===== src/rtl/mbf_pkg.sv =====
// Metaball field renderer: shared types, constants and state codes.
// No dependencies; compiled first.
package mbf_pkg;

	localparam int unsigned POS_W    = 14;
	localparam int unsigned RAD_W    = 13;
	localparam int unsigned VEL_W    = 16;
	localparam int unsigned MS_W     = 10;
	localparam int unsigned PIX_W    = 10;
	localparam int unsigned SIZE_W   = 11;
	localparam int unsigned ACT_W    = 5;
	localparam int unsigned OP_W     = 2;
	localparam int unsigned BIDX_W   = 4;
	localparam int unsigned FIELD_W  = 32;
	localparam int unsigned GRAD_W   = 8;
	localparam int unsigned FRAC_BITS = 4;
	localparam int unsigned CFG_IDX_W = 2;

	// shared divider widths
	localparam int unsigned DIV_NW  = 42;
	localparam int unsigned DIV_DW  = 32;
	localparam int unsigned DIV_CW  = 6;

	// tick scaling: |v*ms| < 2^25, so ceil(2^35/1000) gives an exact floor(x/1000)
	localparam logic [25:0]        TICK_RECIP   = 26'd34359739;
	localparam int unsigned        TICK_SHIFT   = 35;
	localparam logic [FIELD_W-1:0] FIELD_ONE    = 32'h0001_0000;
	localparam logic [FIELD_W-1:0] FIELD_SAT    = 32'hFFFF_FFFF;
	localparam logic [POS_W-1:0]   POS_MAX      = 14'h3FFF;

	typedef enum logic [OP_W-1:0] {
		OP_WRITE = 2'd0,
		OP_TICK  = 2'd1,
		OP_PIXEL = 2'd2,
		OP_NONE  = 2'd3
	} op_t;

	typedef enum logic [CFG_IDX_W-1:0] {
		CFG_GRID_WIDTH  = 2'd0,
		CFG_GRID_HEIGHT = 2'd1,
		CFG_ACTIVE      = 2'd2,
		CFG_UNUSED      = 2'd3
	} cfg_idx_t;

	typedef struct packed {
		logic [POS_W-1:0]        px;
		logic [POS_W-1:0]        py;
		logic [RAD_W-1:0]        r;
		logic signed [VEL_W-1:0] vx;
		logic signed [VEL_W-1:0] vy;
	} ball_t;

	typedef enum logic [3:0] {
		ST_IDLE,
		ST_CHECK,
		ST_READ,
		ST_LOAD,
		ST_MUL,
		ST_DSTART,
		ST_DWAIT,
		ST_UPDATE,
		ST_WRITE,
		ST_NEXT,
		ST_GSTART,
		ST_GWAIT,
		ST_FINISH
	} state_t;

endpackage


===== src/rtl/mbf_if.sv =====
// Metaball field renderer: valid/ready channel interfaces for input and result words.
// Depends on mbf_pkg.
interface mbf_in_if;
	logic                                     valid;
	logic                                     ready;
	logic [mbf_pkg::OP_W-1:0]                 opcode;
	logic [mbf_pkg::BIDX_W-1:0]               ball_index;
	logic [mbf_pkg::POS_W-1:0]                ball_x;
	logic [mbf_pkg::POS_W-1:0]                ball_y;
	logic [mbf_pkg::RAD_W-1:0]                ball_radius;
	logic signed [mbf_pkg::VEL_W-1:0]         vel_x;
	logic signed [mbf_pkg::VEL_W-1:0]         vel_y;
	logic [mbf_pkg::MS_W-1:0]                 tick_ms;
	logic [mbf_pkg::PIX_W-1:0]                pixel_x;
	logic [mbf_pkg::PIX_W-1:0]                pixel_y;

	modport source (output valid, opcode, ball_index, ball_x, ball_y, ball_radius,
		vel_x, vel_y, tick_ms, pixel_x, pixel_y, input ready);
	modport sink (input valid, opcode, ball_index, ball_x, ball_y, ball_radius,
		vel_x, vel_y, tick_ms, pixel_x, pixel_y, output ready);
endinterface

interface mbf_out_if;
	logic                           valid;
	logic                           ready;
	logic [mbf_pkg::FIELD_W-1:0]    field_sum;
	logic                           covered;
	logic [mbf_pkg::GRAD_W-1:0]     gradient_index;

	modport source (output valid, field_sum, covered, gradient_index, input ready);
	modport sink (input valid, field_sum, covered, gradient_index, output ready);
endinterface


===== src/rtl/mbf_div.sv =====
// Metaball field renderer: restoring divider, one quotient bit per cycle.
// Depends on mbf_pkg. Shared by field terms and gradient index.
module mbf_div (
	input  logic                       clk,
	input  logic                       arst_n,
	input  logic                       start,
	input  logic [mbf_pkg::DIV_NW-1:0] dividend,
	input  logic [mbf_pkg::DIV_DW-1:0] divisor,
	output logic                       done,
	output logic [mbf_pkg::DIV_NW-1:0] quotient
);
	import mbf_pkg::*;

	logic [DIV_DW-1:0] rem_q;
	logic [DIV_NW-1:0] quo_q;
	logic [DIV_DW-1:0] dvs_q;
	logic [DIV_CW-1:0] cnt_q;
	logic              busy_q;
	logic              done_q;
	logic [DIV_DW:0]   rem_sh;
	logic              fits;

	assign rem_sh = {rem_q, quo_q[DIV_NW-1]};
	assign fits   = rem_sh >= {1'b0, dvs_q};

	always_ff @(posedge clk or negedge arst_n) begin
		if (!arst_n) begin
			busy_q <= 1'b0;
			done_q <= 1'b0;
			cnt_q  <= '0;
		end else begin
			done_q <= 1'b0;
			if (start) begin
				busy_q <= 1'b1;
				cnt_q  <= DIV_CW'(DIV_NW - 1);
			end else if (busy_q) begin
				cnt_q <= cnt_q - 1'b1;
				if (cnt_q == '0) begin
					busy_q <= 1'b0;
					done_q <= 1'b1;
				end
			end
		end
	end

	always_ff @(posedge clk) begin
		if (start) begin
			rem_q <= '0;
			quo_q <= dividend;
			dvs_q <= divisor;
		end else if (busy_q) begin
			if (fits) begin
				rem_q <= DIV_DW'(rem_sh - {1'b0, dvs_q});
			end else begin
				rem_q <= rem_sh[DIV_DW-1:0];
			end
			quo_q <= {quo_q[DIV_NW-2:0], fits};
		end
	end

	assign done     = done_q;
	assign quotient = quo_q;
endmodule


===== src/rtl/metaball_field_renderer.sv =====
// Metaball field renderer top level: ball table memory, sequencer, result register.
// Depends on mbf_pkg, mbf_if (mbf_in_if, mbf_out_if) and mbf_div.
//
// Use: input words arrive on in_ch (valid/ready). opcode write loads one table
// entry in the accepting cycle; tick moves the active balls; pixel sums
// r^2/d^2 over the active balls and returns one word on out_ch with the Q16.16
// sum, the covered flag and the gradient index. Write and tick return nothing.
// Config (grid_width, grid_height, active_balls) goes through cfg_we/cfg_index/
// cfg_data, which the user must write only while the block is idle (not enforced).
// Sequencing: field terms and the gradient index go through one shared
// 42-step radix-2 divider; tick scaling by 1/1000 is a reciprocal multiply.
//   tick: each active ball (N = min(active_balls, MAX_BALLS)) is moved on x,
//   then on y; a ball with zero velocity is skipped. pixel: one divide per
//   active ball, plus one for the gradient when covered; a ball sitting
//   exactly on the pixel skips its divide.
// One item is in work at a time; ready is high only between items.
// The result sits in an output register, so the next word is taken while
// a result waits; a pixel that finishes while that register is still full
// holds in its last step until the receiver takes the old word.
// Reset: registers return to 256/256/0, the sequencer idles, out_ch empties.
// The ball table is not cleared; entries read before being written are
// undefined.
module metaball_field_renderer #(
	parameter int unsigned MAX_BALLS = 16
) (
	input  logic                          clk,
	input  logic                          arst_n,
	mbf_in_if.sink                        in_ch,
	mbf_out_if.source                     out_ch,
	input  logic                          cfg_we,
	input  logic [mbf_pkg::CFG_IDX_W-1:0] cfg_index,
	input  logic [mbf_pkg::SIZE_W-1:0]    cfg_data
);
	import mbf_pkg::*;

	localparam int unsigned IW = (MAX_BALLS > 1) ? $clog2(MAX_BALLS) : 1;
	localparam int unsigned CW = $clog2(MAX_BALLS + 1);

	// configuration
	logic [SIZE_W-1:0] gw_q, gh_q;
	logic [ACT_W-1:0]  act_q;

	always_ff @(posedge clk or negedge arst_n) begin
		if (!arst_n) begin
			gw_q  <= SIZE_W'(256);
			gh_q  <= SIZE_W'(256);
			act_q <= '0;
		end else if (cfg_we) begin
			case (cfg_idx_t'(cfg_index))
				CFG_GRID_WIDTH:  gw_q  <= cfg_data;
				CFG_GRID_HEIGHT: gh_q  <= cfg_data;
				CFG_ACTIVE:      act_q <= cfg_data[ACT_W-1:0];
				default: ;
			endcase
		end
	end

	logic [CW-1:0] cnt;
	assign cnt = (32'(act_q) > MAX_BALLS) ? CW'(MAX_BALLS) : CW'(act_q);

	// sequencer state and working registers
	state_t state_q, state_d;
	logic                    op_pix_q;
	logic                    axis_q;
	logic [CW-1:0]           idx_q;
	logic [MS_W-1:0]         ms_q;
	logic [PIX_W-1:0]        pxl_x_q, pxl_y_q;
	ball_t                   ent_q;
	logic signed [26:0]      prod_q;
	logic [16:0]             tq_q;
	logic [29:0]             dx2_q, dy2_q;
	logic [2*RAD_W-1:0]      r2_q;
	logic [FIELD_W-1:0]      sum_q;

	// result register
	logic                    out_valid_q;
	logic [FIELD_W-1:0]      out_sum_q;
	logic                    out_cov_q;
	logic [GRAD_W-1:0]       out_grad_q;

	// table memory, registered read
	ball_t                   mem_q [MAX_BALLS];
	ball_t                   rd_q;
	logic                    mem_we;
	logic [IW-1:0]           mem_wa;
	ball_t                   mem_wd;

	logic                    in_acc;
	logic                    div_start, div_done;
	logic [DIV_NW-1:0]       div_n, div_q;
	logic [DIV_DW-1:0]       div_d;
	logic                    out_free;

	assign in_acc   = in_ch.valid && in_ch.ready;
	assign out_free = !out_valid_q || out_ch.ready;

	always_ff @(posedge clk) begin
		if (mem_we) begin
			mem_q[mem_wa] <= mem_wd;
		end
		rd_q <= mem_q[idx_q[IW-1:0]];
	end

	// pixel distance terms
	logic signed [POS_W:0]   dx, dy;
	logic [30:0]             d2;
	assign dx = $signed({1'b0, pxl_x_q, {FRAC_BITS{1'b0}}}) - $signed({1'b0, ent_q.px});
	assign dy = $signed({1'b0, pxl_y_q, {FRAC_BITS{1'b0}}}) - $signed({1'b0, ent_q.py});
	assign d2 = 31'(dx2_q) + 31'(dy2_q);

	// tick: magnitude of v*ms, then floor(|v*ms|/1000) by reciprocal
	logic [26:0]             prod_mag;
	logic [51:0]             tprod;
	assign prod_mag = prod_q[26] ? 27'(-prod_q) : 27'(prod_q);
	assign tprod    = prod_mag[24:0] * TICK_RECIP;

	// gradient numerator (F - 1.0) * 255
	logic [FIELD_W-1:0]      gdiff;
	logic [FIELD_W+7:0]      gnum;
	assign gdiff = sum_q - FIELD_ONE;
	assign gnum  = {gdiff, 8'b0} - (FIELD_W + 8)'(gdiff);

	// one axis of motion with bounce
	logic [POS_W-1:0]        a_pos;
	logic signed [VEL_W-1:0] a_vel;
	logic [SIZE_W-1:0]       a_size;
	logic signed [19:0]      a_delta, a_p, a_r, a_edge, a_hi, a_pc;
	logic                    a_hit;
	logic signed [VEL_W-1:0] a_vnew;
	logic [POS_W-1:0]        a_pnew;

	always_comb begin
		a_pos   = axis_q ? ent_q.py : ent_q.px;
		a_vel   = axis_q ? ent_q.vy : ent_q.vx;
		a_size  = axis_q ? gh_q : gw_q;
		a_delta = prod_q[26] ? -$signed(20'(tq_q)) : $signed(20'(tq_q));
		a_p     = $signed(20'(a_pos)) + a_delta;
		a_r     = $signed(20'(ent_q.r));
		a_edge  = $signed(20'({a_size, {FRAC_BITS{1'b0}}}));
		a_hi    = a_edge - a_r;
		a_hit   = (a_p - a_r < 0) || (a_p + a_r >= a_edge);
		a_vnew  = a_vel;
		a_pc    = a_p;
		if (a_hit) begin
			a_vnew = (a_vel == -16'sd32768) ? 16'sd32767 : -a_vel;
			if (a_p < a_r) begin
				a_pc = a_r;
			end else if (a_p > a_hi) begin
				a_pc = a_hi;
			end
		end
		if (a_pc < 0) begin
			a_pnew = '0;
		end else if (a_pc > $signed(20'(POS_MAX))) begin
			a_pnew = POS_MAX;
		end else begin
			a_pnew = a_pc[POS_W-1:0];
		end
	end

	mbf_div u_div (
		.clk      (clk),
		.arst_n   (arst_n),
		.start    (div_start),
		.dividend (div_n),
		.divisor  (div_d),
		.done     (div_done),
		.quotient (div_q)
	);

	// next state
	always_comb begin
		state_d = state_q;
		case (state_q)
			ST_IDLE: begin
				if (in_acc && (op_t'(in_ch.opcode) == OP_TICK
						|| op_t'(in_ch.opcode) == OP_PIXEL)) begin
					state_d = ST_CHECK;
				end
			end
			ST_CHECK:  state_d = (idx_q == cnt) ? (op_pix_q ? ST_GSTART : ST_IDLE) : ST_READ;
			ST_READ:   state_d = ST_LOAD;
			ST_LOAD:   state_d = ST_MUL;
			ST_MUL: begin
				if (!op_pix_q && ent_q.vx == '0 && ent_q.vy == '0) begin
					state_d = ST_NEXT;
				end else begin
					state_d = ST_DSTART;
				end
			end
			ST_DSTART: begin
				if (op_pix_q) begin
					state_d = (d2 == '0) ? ST_NEXT : ST_DWAIT;
				end else begin
					state_d = ST_UPDATE;
				end
			end
			ST_DWAIT:  state_d = div_done ? ST_UPDATE : ST_DWAIT;
			ST_UPDATE: begin
				if (op_pix_q) begin
					state_d = ST_NEXT;
				end else begin
					state_d = axis_q ? ST_WRITE : ST_MUL;
				end
			end
			ST_WRITE:  state_d = ST_NEXT;
			ST_NEXT:   state_d = ST_CHECK;
			ST_GSTART: state_d = (sum_q < FIELD_ONE) ? ST_FINISH : ST_GWAIT;
			ST_GWAIT:  state_d = div_done ? ST_FINISH : ST_GWAIT;
			ST_FINISH: state_d = out_free ? ST_IDLE : ST_FINISH;
			default:   state_d = ST_IDLE;
		endcase
	end

	// outputs of the sequencer
	always_comb begin
		in_ch.ready = (state_q == ST_IDLE);
		div_start   = 1'b0;
		div_n       = '0;
		div_d       = '0;
		mem_we      = 1'b0;
		mem_wa      = idx_q[IW-1:0];
		mem_wd      = ent_q;
		case (state_q)
			ST_IDLE: begin
				mem_wa = IW'(in_ch.ball_index);
				mem_wd = '{px: in_ch.ball_x, py: in_ch.ball_y, r: in_ch.ball_radius,
					vx: in_ch.vel_x, vy: in_ch.vel_y};
				mem_we = in_acc && op_t'(in_ch.opcode) == OP_WRITE
					&& 32'(in_ch.ball_index) < MAX_BALLS;
			end
			ST_DSTART: begin
				if (op_pix_q) begin
					div_start = (d2 != '0);
					div_n     = {r2_q, 16'b0};
					div_d     = DIV_DW'(d2);
				end
			end
			ST_GSTART: begin
				div_start = (sum_q >= FIELD_ONE);
				div_n     = DIV_NW'(gnum);
				div_d     = sum_q;
			end
			ST_WRITE: mem_we = 1'b1;
			default: ;
		endcase
	end

	always_ff @(posedge clk or negedge arst_n) begin
		if (!arst_n) begin
			state_q     <= ST_IDLE;
			out_valid_q <= 1'b0;
			idx_q       <= '0;
			axis_q      <= 1'b0;
			op_pix_q    <= 1'b0;
		end else begin
			state_q <= state_d;
			// a new result loads as the old one leaves; otherwise a taken word empties
			if (state_q == ST_FINISH && out_free) begin
				out_valid_q <= 1'b1;
			end else if (out_ch.ready) begin
				out_valid_q <= 1'b0;
			end
			case (state_q)
				ST_IDLE: begin
					idx_q    <= '0;
					axis_q   <= 1'b0;
					op_pix_q <= (op_t'(in_ch.opcode) == OP_PIXEL);
				end
				ST_UPDATE: if (!op_pix_q) axis_q <= ~axis_q;
				ST_NEXT: begin
					idx_q  <= idx_q + 1'b1;
					axis_q <= 1'b0;
				end
				default: ;
			endcase
		end
	end

	// datapath registers
	always_ff @(posedge clk) begin
		case (state_q)
			ST_IDLE: begin
				ms_q    <= in_ch.tick_ms;
				pxl_x_q <= in_ch.pixel_x;
				pxl_y_q <= in_ch.pixel_y;
				sum_q   <= '0;
			end
			ST_LOAD: ent_q <= rd_q;
			ST_MUL: begin
				prod_q <= (axis_q ? ent_q.vy : ent_q.vx) * $signed({1'b0, ms_q});
				dx2_q  <= 30'(dx * dx);
				dy2_q  <= 30'(dy * dy);
				r2_q   <= ent_q.r * ent_q.r;
			end
			ST_DSTART: begin
				if (!op_pix_q) begin
					tq_q <= tprod[TICK_SHIFT+16:TICK_SHIFT];
				end
			end
			ST_UPDATE: begin
				if (op_pix_q) begin
					if (div_q[DIV_NW-1:FIELD_W] != '0
							|| 33'(sum_q) + 33'(div_q[FIELD_W-1:0]) > 33'(FIELD_SAT)) begin
						sum_q <= FIELD_SAT;
					end else begin
						sum_q <= sum_q + div_q[FIELD_W-1:0];
					end
				end else if (axis_q) begin
					ent_q.py <= a_pnew;
					ent_q.vy <= a_vnew;
				end else begin
					ent_q.px <= a_pnew;
					ent_q.vx <= a_vnew;
				end
			end
			ST_FINISH: begin
				if (out_free) begin
					out_sum_q  <= sum_q;
					out_cov_q  <= (sum_q >= FIELD_ONE);
					out_grad_q <= (sum_q >= FIELD_ONE) ? div_q[GRAD_W-1:0] : '0;
				end
			end
			default: ;
		endcase
	end

	assign out_ch.valid          = out_valid_q;
	assign out_ch.field_sum      = out_sum_q;
	assign out_ch.covered        = out_cov_q;
	assign out_ch.gradient_index = out_grad_q;
endmodule

===== src/flat_wrapper.sv =====
// flat-port wrapper written by rule: the top's interface ports become plain ports
module metaball_field_renderer_flat import mbf_pkg::*;
#(
	parameter int unsigned MAX_BALLS = 16
)
  (clk, arst_n, cfg_we, cfg_index, cfg_data, in_ch_valid, in_ch_opcode, in_ch_ball_index, in_ch_ball_x, in_ch_ball_y, in_ch_ball_radius, in_ch_vel_x, in_ch_vel_y, in_ch_tick_ms, in_ch_pixel_x, in_ch_pixel_y, in_ch_ready, out_ch_valid, out_ch_field_sum, out_ch_covered, out_ch_gradient_index, out_ch_ready);
  mbf_in_if in_ch_i ();
  mbf_out_if out_ch_i ();
  input  logic clk;
  input  logic arst_n;
  input  logic cfg_we;
  input  logic [mbf_pkg::CFG_IDX_W-1:0] cfg_index;
  input  logic [mbf_pkg::SIZE_W-1:0] cfg_data;
  input wire logic [$bits(in_ch_i.valid)-1:0] in_ch_valid;
  input wire logic [$bits(in_ch_i.opcode)-1:0] in_ch_opcode;
  input wire logic [$bits(in_ch_i.ball_index)-1:0] in_ch_ball_index;
  input wire logic [$bits(in_ch_i.ball_x)-1:0] in_ch_ball_x;
  input wire logic [$bits(in_ch_i.ball_y)-1:0] in_ch_ball_y;
  input wire logic [$bits(in_ch_i.ball_radius)-1:0] in_ch_ball_radius;
  input wire logic [$bits(in_ch_i.vel_x)-1:0] in_ch_vel_x;
  input wire logic [$bits(in_ch_i.vel_y)-1:0] in_ch_vel_y;
  input wire logic [$bits(in_ch_i.tick_ms)-1:0] in_ch_tick_ms;
  input wire logic [$bits(in_ch_i.pixel_x)-1:0] in_ch_pixel_x;
  input wire logic [$bits(in_ch_i.pixel_y)-1:0] in_ch_pixel_y;
  output wire logic [$bits(in_ch_i.ready)-1:0] in_ch_ready;
  output wire logic [$bits(out_ch_i.valid)-1:0] out_ch_valid;
  output wire logic [$bits(out_ch_i.field_sum)-1:0] out_ch_field_sum;
  output wire logic [$bits(out_ch_i.covered)-1:0] out_ch_covered;
  output wire logic [$bits(out_ch_i.gradient_index)-1:0] out_ch_gradient_index;
  input wire logic [$bits(out_ch_i.ready)-1:0] out_ch_ready;
  assign in_ch_i.valid = in_ch_valid;
  assign in_ch_i.opcode = in_ch_opcode;
  assign in_ch_i.ball_index = in_ch_ball_index;
  assign in_ch_i.ball_x = in_ch_ball_x;
  assign in_ch_i.ball_y = in_ch_ball_y;
  assign in_ch_i.ball_radius = in_ch_ball_radius;
  assign in_ch_i.vel_x = in_ch_vel_x;
  assign in_ch_i.vel_y = in_ch_vel_y;
  assign in_ch_i.tick_ms = in_ch_tick_ms;
  assign in_ch_i.pixel_x = in_ch_pixel_x;
  assign in_ch_i.pixel_y = in_ch_pixel_y;
  assign in_ch_ready = in_ch_i.ready;
  assign out_ch_valid = out_ch_i.valid;
  assign out_ch_field_sum = out_ch_i.field_sum;
  assign out_ch_covered = out_ch_i.covered;
  assign out_ch_gradient_index = out_ch_i.gradient_index;
  assign out_ch_i.ready = out_ch_ready;
  metaball_field_renderer #(.MAX_BALLS(MAX_BALLS)) u_core (.clk(clk), .arst_n(arst_n), .in_ch(in_ch_i), .out_ch(out_ch_i), .cfg_we(cfg_we), .cfg_index(cfg_index), .cfg_data(cfg_data));
endmodule

===== config.mk =====
export PLATFORM = sky130hd
export DESIGN_NAME = metaball_field_renderer_flat
export DESIGN_NICKNAME = d
export VERILOG_FILES = /design/src/rtl/mbf_pkg.sv /design/src/rtl/mbf_if.sv /design/src/rtl/mbf_div.sv /design/src/rtl/metaball_field_renderer.sv /design/src/flat_wrapper.sv
export SDC_FILE = /design/constraint.sdc
export NUM_CORES = 2
export LEC_CHECK = 0
export BUFFER_PORTS_ARGS = -buffer_cell sky130_fd_sc_hd__buf_2
export CAP_MARGIN = 0
export CORE_MARGIN = 2
export CORE_UTILIZATION = 40
export CTS_CLUSTER_SIZE = 20
export DETAILED_ROUTE_END_ITERATION = 10
export SYNTH_ARGS = -nofsm -noshare
export SYNTH_HDL_FRONTEND = slang
export SYNTH_SLANG_ARGS = --single-unit
export TNS_END_PERCENT = 5

===== constraint.sdc =====
create_clock -name clk -period 9.35 [get_ports clk]
set_clock_uncertainty 0.1 [all_clocks]
set_input_delay 1.87 -clock clk [delete_from_list [all_inputs] [get_ports clk]]
set_output_delay 1.87 -clock clk [all_outputs]
set_load 0.01 [all_outputs]

==> results <==
- The flow ran to the end, and the final reports show no timing, DRC or antenna violations.
- The number of placed instances with taps included is around 12000.
- Setup total negative slack on the finished layout was measured at 0 ps.
- On the final layout, the worst hold slack is just over 300 ps.
- The worst hold path begins at u_core.rd_q[41]$_DFF_P_.
- In this run, distinct cell masters in the synthesized netlist total 98.
- In this run the worst path has a maximum fanout of 7.
- Gates resized during post-CTS repair numbered 1.
- Setup repair after global routing could not meet its margin everywhere.
- Counting cells, the worst reg-to-reg path comes to 27.
- The average wire per standard cell is 23.5 um.
- The post-synthesis cell type with the largest combined area is edfxtp_1.
- In this run the biggest area consumer among cell types represents 42.3% of the synthesized area.
- In the detailed route, the total length drawn on met3 is 15.7 mm.
- Measured along the x axis, the die boundary spans 527 um.
- The root buffer cell chosen for the clock tree is clkbuf_16.
- The net count of the finished layout is 10500.
- Summed over all layers, the global routing overflow is 0.
- After detailed routing, the wire length on met1 is 124 mm.
- For the worst setup path, the data required time is between 9000 and 10000 ps.
- For this run, the leading register cell type out of synthesis is edfxtp_1.
- TritonCTS built the clock tree.
- The routed layout has 67200 vias.
- In the synthesized netlist the async set-or-reset flop fraction comes to 2.77%.
- The critical path is of the reg -> reg type.
- The tree built by TritonCTS fans out to 1695 sinks.
- Ranked by total cell area, the synthesized netlist is headed by edfxtp_1, fa_1, ha_1, mux4_2, inv_1.
- The total count of max-transition violations in the final report is 0.
- The maximum level of the CTS H-tree is 4.
- For this run, the register share of the synthesized area comes to 45.3%.
- The final routed wirelength across all metal layers is 293 mm.
- At the pin with the least slew margin, the transition time is 1400 ps.
- Counting every instance in the synthesized netlist gives between 8000 and 9000.
- The detailed placement HPWL is 211 mm.
- In this run the remaining antenna-violating nets after routing total 0.
- The worst register-to-register path ends at u_core.dx2_q[29]$_DFFE_PP_.
- The worst hold path cell count is 0.
- The setup check on the worst reg-to-reg path leaves a slack of 380 ps.
- The number of top-level design ports is between 150 and 200.
- The combined area of all synthesized cells is 109000 um2.
- STA classifies the critical path startpoint as a flop.
- The global router's overall resource usage is roughly a fifth.
- The post-route netlist has a little over an eighth of its cells at a drive strength greater than 1.
- The post-CTS setup repair buffer count is 0.
- The number of global-route vias before repair is between 70000 and 80000.
- In this run the core area contains roughly 190 standard-cell rows.
- In the routed design, unresolved DRC markers number 0.
- For this configuration, the core starts out at a cell density of 40.1%.
- The maximum number of pins on one net before global-route repair is 156.
- The pre-antenna-repair detailed-routing pass consisted of 6 iterations.
- The number of CTS-inserted buffers is 188.
- The synthesized design contains ~1500 enable-type register cells.
- At the end of the flow the core is filled with cells to 44.5%.
- Synthesis inferred 1695 register bits.
- The area added between synthesis and finish is 10.9%.
- The area of the core is 273000 um2.
- After the flow finishes, the layout carries non-filler instances totaling 12400.
- The number of setup violations in the final report is 0.
- The via count normalized by instance count is 5.40.
- The count of endpoints failing hold in the final timing report is 0.
- Across the run, the number of max-cap violations was 0.
- The die covers 278000 um2.
- The initial antenna violation count came to 20.
- The net count of the mapped netlist is 10200.
- The clock-pin slew reported for the worst setup and hold paths after clock tree synthesis is 60 ps.
- After synthesis, the mean cell area works out to 13.0 um2.
- The total of buffers placed on input and output ports is 169.
- The Yosys step of the flow raised 0 warnings.
- The path type of the worst min-delay path is reg -> reg.
- STA puts the critical path data arrival time at ~9400 ps.
- The quantity of hold-fixing buffers added after cts is 0.
- Detailed routing placed a total of roughly 140 mm of wire on met2.
- The worst-skew pair later-pin latency is around 890 ps.
- The terminating pin of the worst hold path is u_core.a_r[9]$_DFFE_PP_.
- Measured against its own limit, the worst slew margin works out to 5.82%.
- The first routing iteration left 5094 violations.
- The endpoint class of the critical path is a flop.
- For the finished layout, the period the worst path requires is between 8000 and 9000 ps.
- The clock passes through at most 4 buffers.
- Routed signal wires occupy layers up through met5.
- The congestion estimate from routability-driven global placement came to 0.943.
- The launch instance of the worst register-to-register path is u_core.ent_q[61]$_DFFE_PP_.
- The first global-routing pass estimated 443 mm of wire.
- The die height is 527 um.
- The worst path uses 95.9% of the clock period.
- Based on the critical path, the design can be clocked at up to 112 MHz.
stage by stage:
| stage | setup WS [ps] | area, um2 |
|---|---|---|
| final | 384 | 121000 |
| after global placement | 127 | 115000 |
| after CTS | 40.6 | 121000 |
| after global routing | -102 | 121000 |
| after floorplan | 553 | 109000 |
| after detailed placement | 1.78 | 115000 |
registers in the layout (all words and copies together) (netlist names), 32 cells and up:
register                 cells
u_core.u_div.dvs_q          32
u_core.u_div.quotient       42
u_core.ent_q                60
u_core.out_ch.field_sum     32
u_core.sum_q                32
u_core.mem_q              1168
u_core.rd_q                 73
u_core.u_div.rem_q          32
cell usage after synthesis (9+ instances only):
master / count
o21ai_0: 247
nor3b_1: 16
o31a_1: 9
and3_1: 27
o211ai_1: 26
o21a_1: 35
dfrtp_1: 45
nor2_1: 411
a2111oi_0: 9
inv_1: 1244
nor2b_1: 72
dfxtp_1: 105
a211oi_1: 55
nand2b_1: 58
mux2i_1: 49
nand3_1: 99
mux4_2: 365
fa_1: 851
o21bai_1: 45
a211o_1: 13
xor2_1: 105
a21oi_1: 241
nor4_1: 34
clkbuf_1: 202
ha_1: 775
edfxtp_1: 1543
or4_1: 9
a31oi_1: 55
nand3b_1: 13
buf_1: 42
a22o_1: 23
and2_1: 90
a31o_2: 10
a21boi_0: 15
nand2_1: 643
xnor2_1: 250
mux2_2: 83
nand4_1: 36
clkinv_1: 15
nor3_1: 97
or2_2: 24
o31ai_1: 34
or3_1: 33
a21o_1: 102
final cells by class:
cell class,count,area (um2)
flip-flops and latches,1695,49600
repair buffers,352,2240
clock buffers,256,5190
inverters,1261,4750
fillers,24700,152000
multi-input cells,5199,54300
clock inverters,81,687
well taps,3589,4490
diodes,10,25.0
how the worst max path moves through the flow:
stage	start	slack [ps]	depth (start not counted)	endpoint
finish	u_core.ent_q[61]$_DFFE_PP_	380	27	u_core.dx2_q[29]$_DFFE_PP_
global route	u_core.ent_q[63]$_DFFE_PP_	-100	28	u_core.dx2_q[29]$_DFFE_PP_
CTS	u_core.prod_q[4]$_DFFE_PP_	40	30	u_core.tq_q[15]$_DFFE_PP_
detailed placement	u_core.prod_q[4]$_DFFE_PP_	2	30	u_core.tq_q[15]$_DFFE_PP_
global placement	u_core.prod_q[4]$_DFFE_PP_	130	30	u_core.tq_q[15]$_DFFE_PP_
floorplan	u_core.prod_q[0]$_DFFE_PP_	550	31	u_core.tq_q[15]$_DFFE_PP_
cells in the final DEF (no fill, tap or decap), types with 30 or more instances in the layout:
cell          n
nor2_1      395
inv_1      1241
edfxtp_1   1543
nand2_1     642
nor4_1       33
buf_2       169
fa_1        851
clkbuf_16   190
a21oi_1     239
o21a_1       35
mux4_2      365
o31ai_1      33
dfrtp_1      39
clkinv_2     30
o21bai_1     45
clkbuf_1     47
nor3_1       95
mux2i_1      49
or3_1        33
mux2_2       83
clkinv_1     32
dfxtp_1     105
nor2b_1      71
ha_1        775
a31oi_1      53
a211oi_1     53
nand4_1      36
and2_1       90
o21ai_0     216
xor2_1      105
xnor2_1     248
nand2b_1     57
o21ai_1      36
a21o_1      102
buf_4       181
nand3_1      98
layer usage:
metal	vias up	global-route usage [%]
li1	30100	-
met5	-	0
met1	34600	28.0
met3	470	2.40
met4	2	8.28
met2	2091	35.2
cell families (layout without fill, tap and decap cells):
group                      Yosys count  in the layout  share of synthesized area (%)
adders and majority gates         1626           1626                           24.4
and+or+nand+nor                   1688           1688                           7.14
AOI/OAI and AO/OA                 1029           1029                           6.14
DFF                               1695           1695                           45.3
other                                1             11                        0.00343
buffers and inverters             1518           1950                           5.25
muxes                              499            499                           8.84
xor gates and xnor gates           356            356                           2.86
critical path: stages, from the launching register on:
cell and delay (ps):
edfxtp_1 610, nor2_1 220, a41oi_1 190, o21ai_0 210, a21oi_1 130, o21bai_1 150, a21oi_1 110, xnor2_1 750
inv_1 360, nand2_1 210, fa_1 460, fa_1 590, fa_1 460, fa_1 550, inv_1 50, fa_1 490
fa_1 420, ha_1 380, nand2_1 80, nor4_1 530, o311a_1 290, nand3_1 130, a311o_1 380, o211ai_1 250
nand2_1 140, o2111ai_1 230, a21oi_1 110, xnor2_1 130
Power is not shown: default switching activity piles up to over one toggle a cycle in this logic, so the estimate is an artifact.
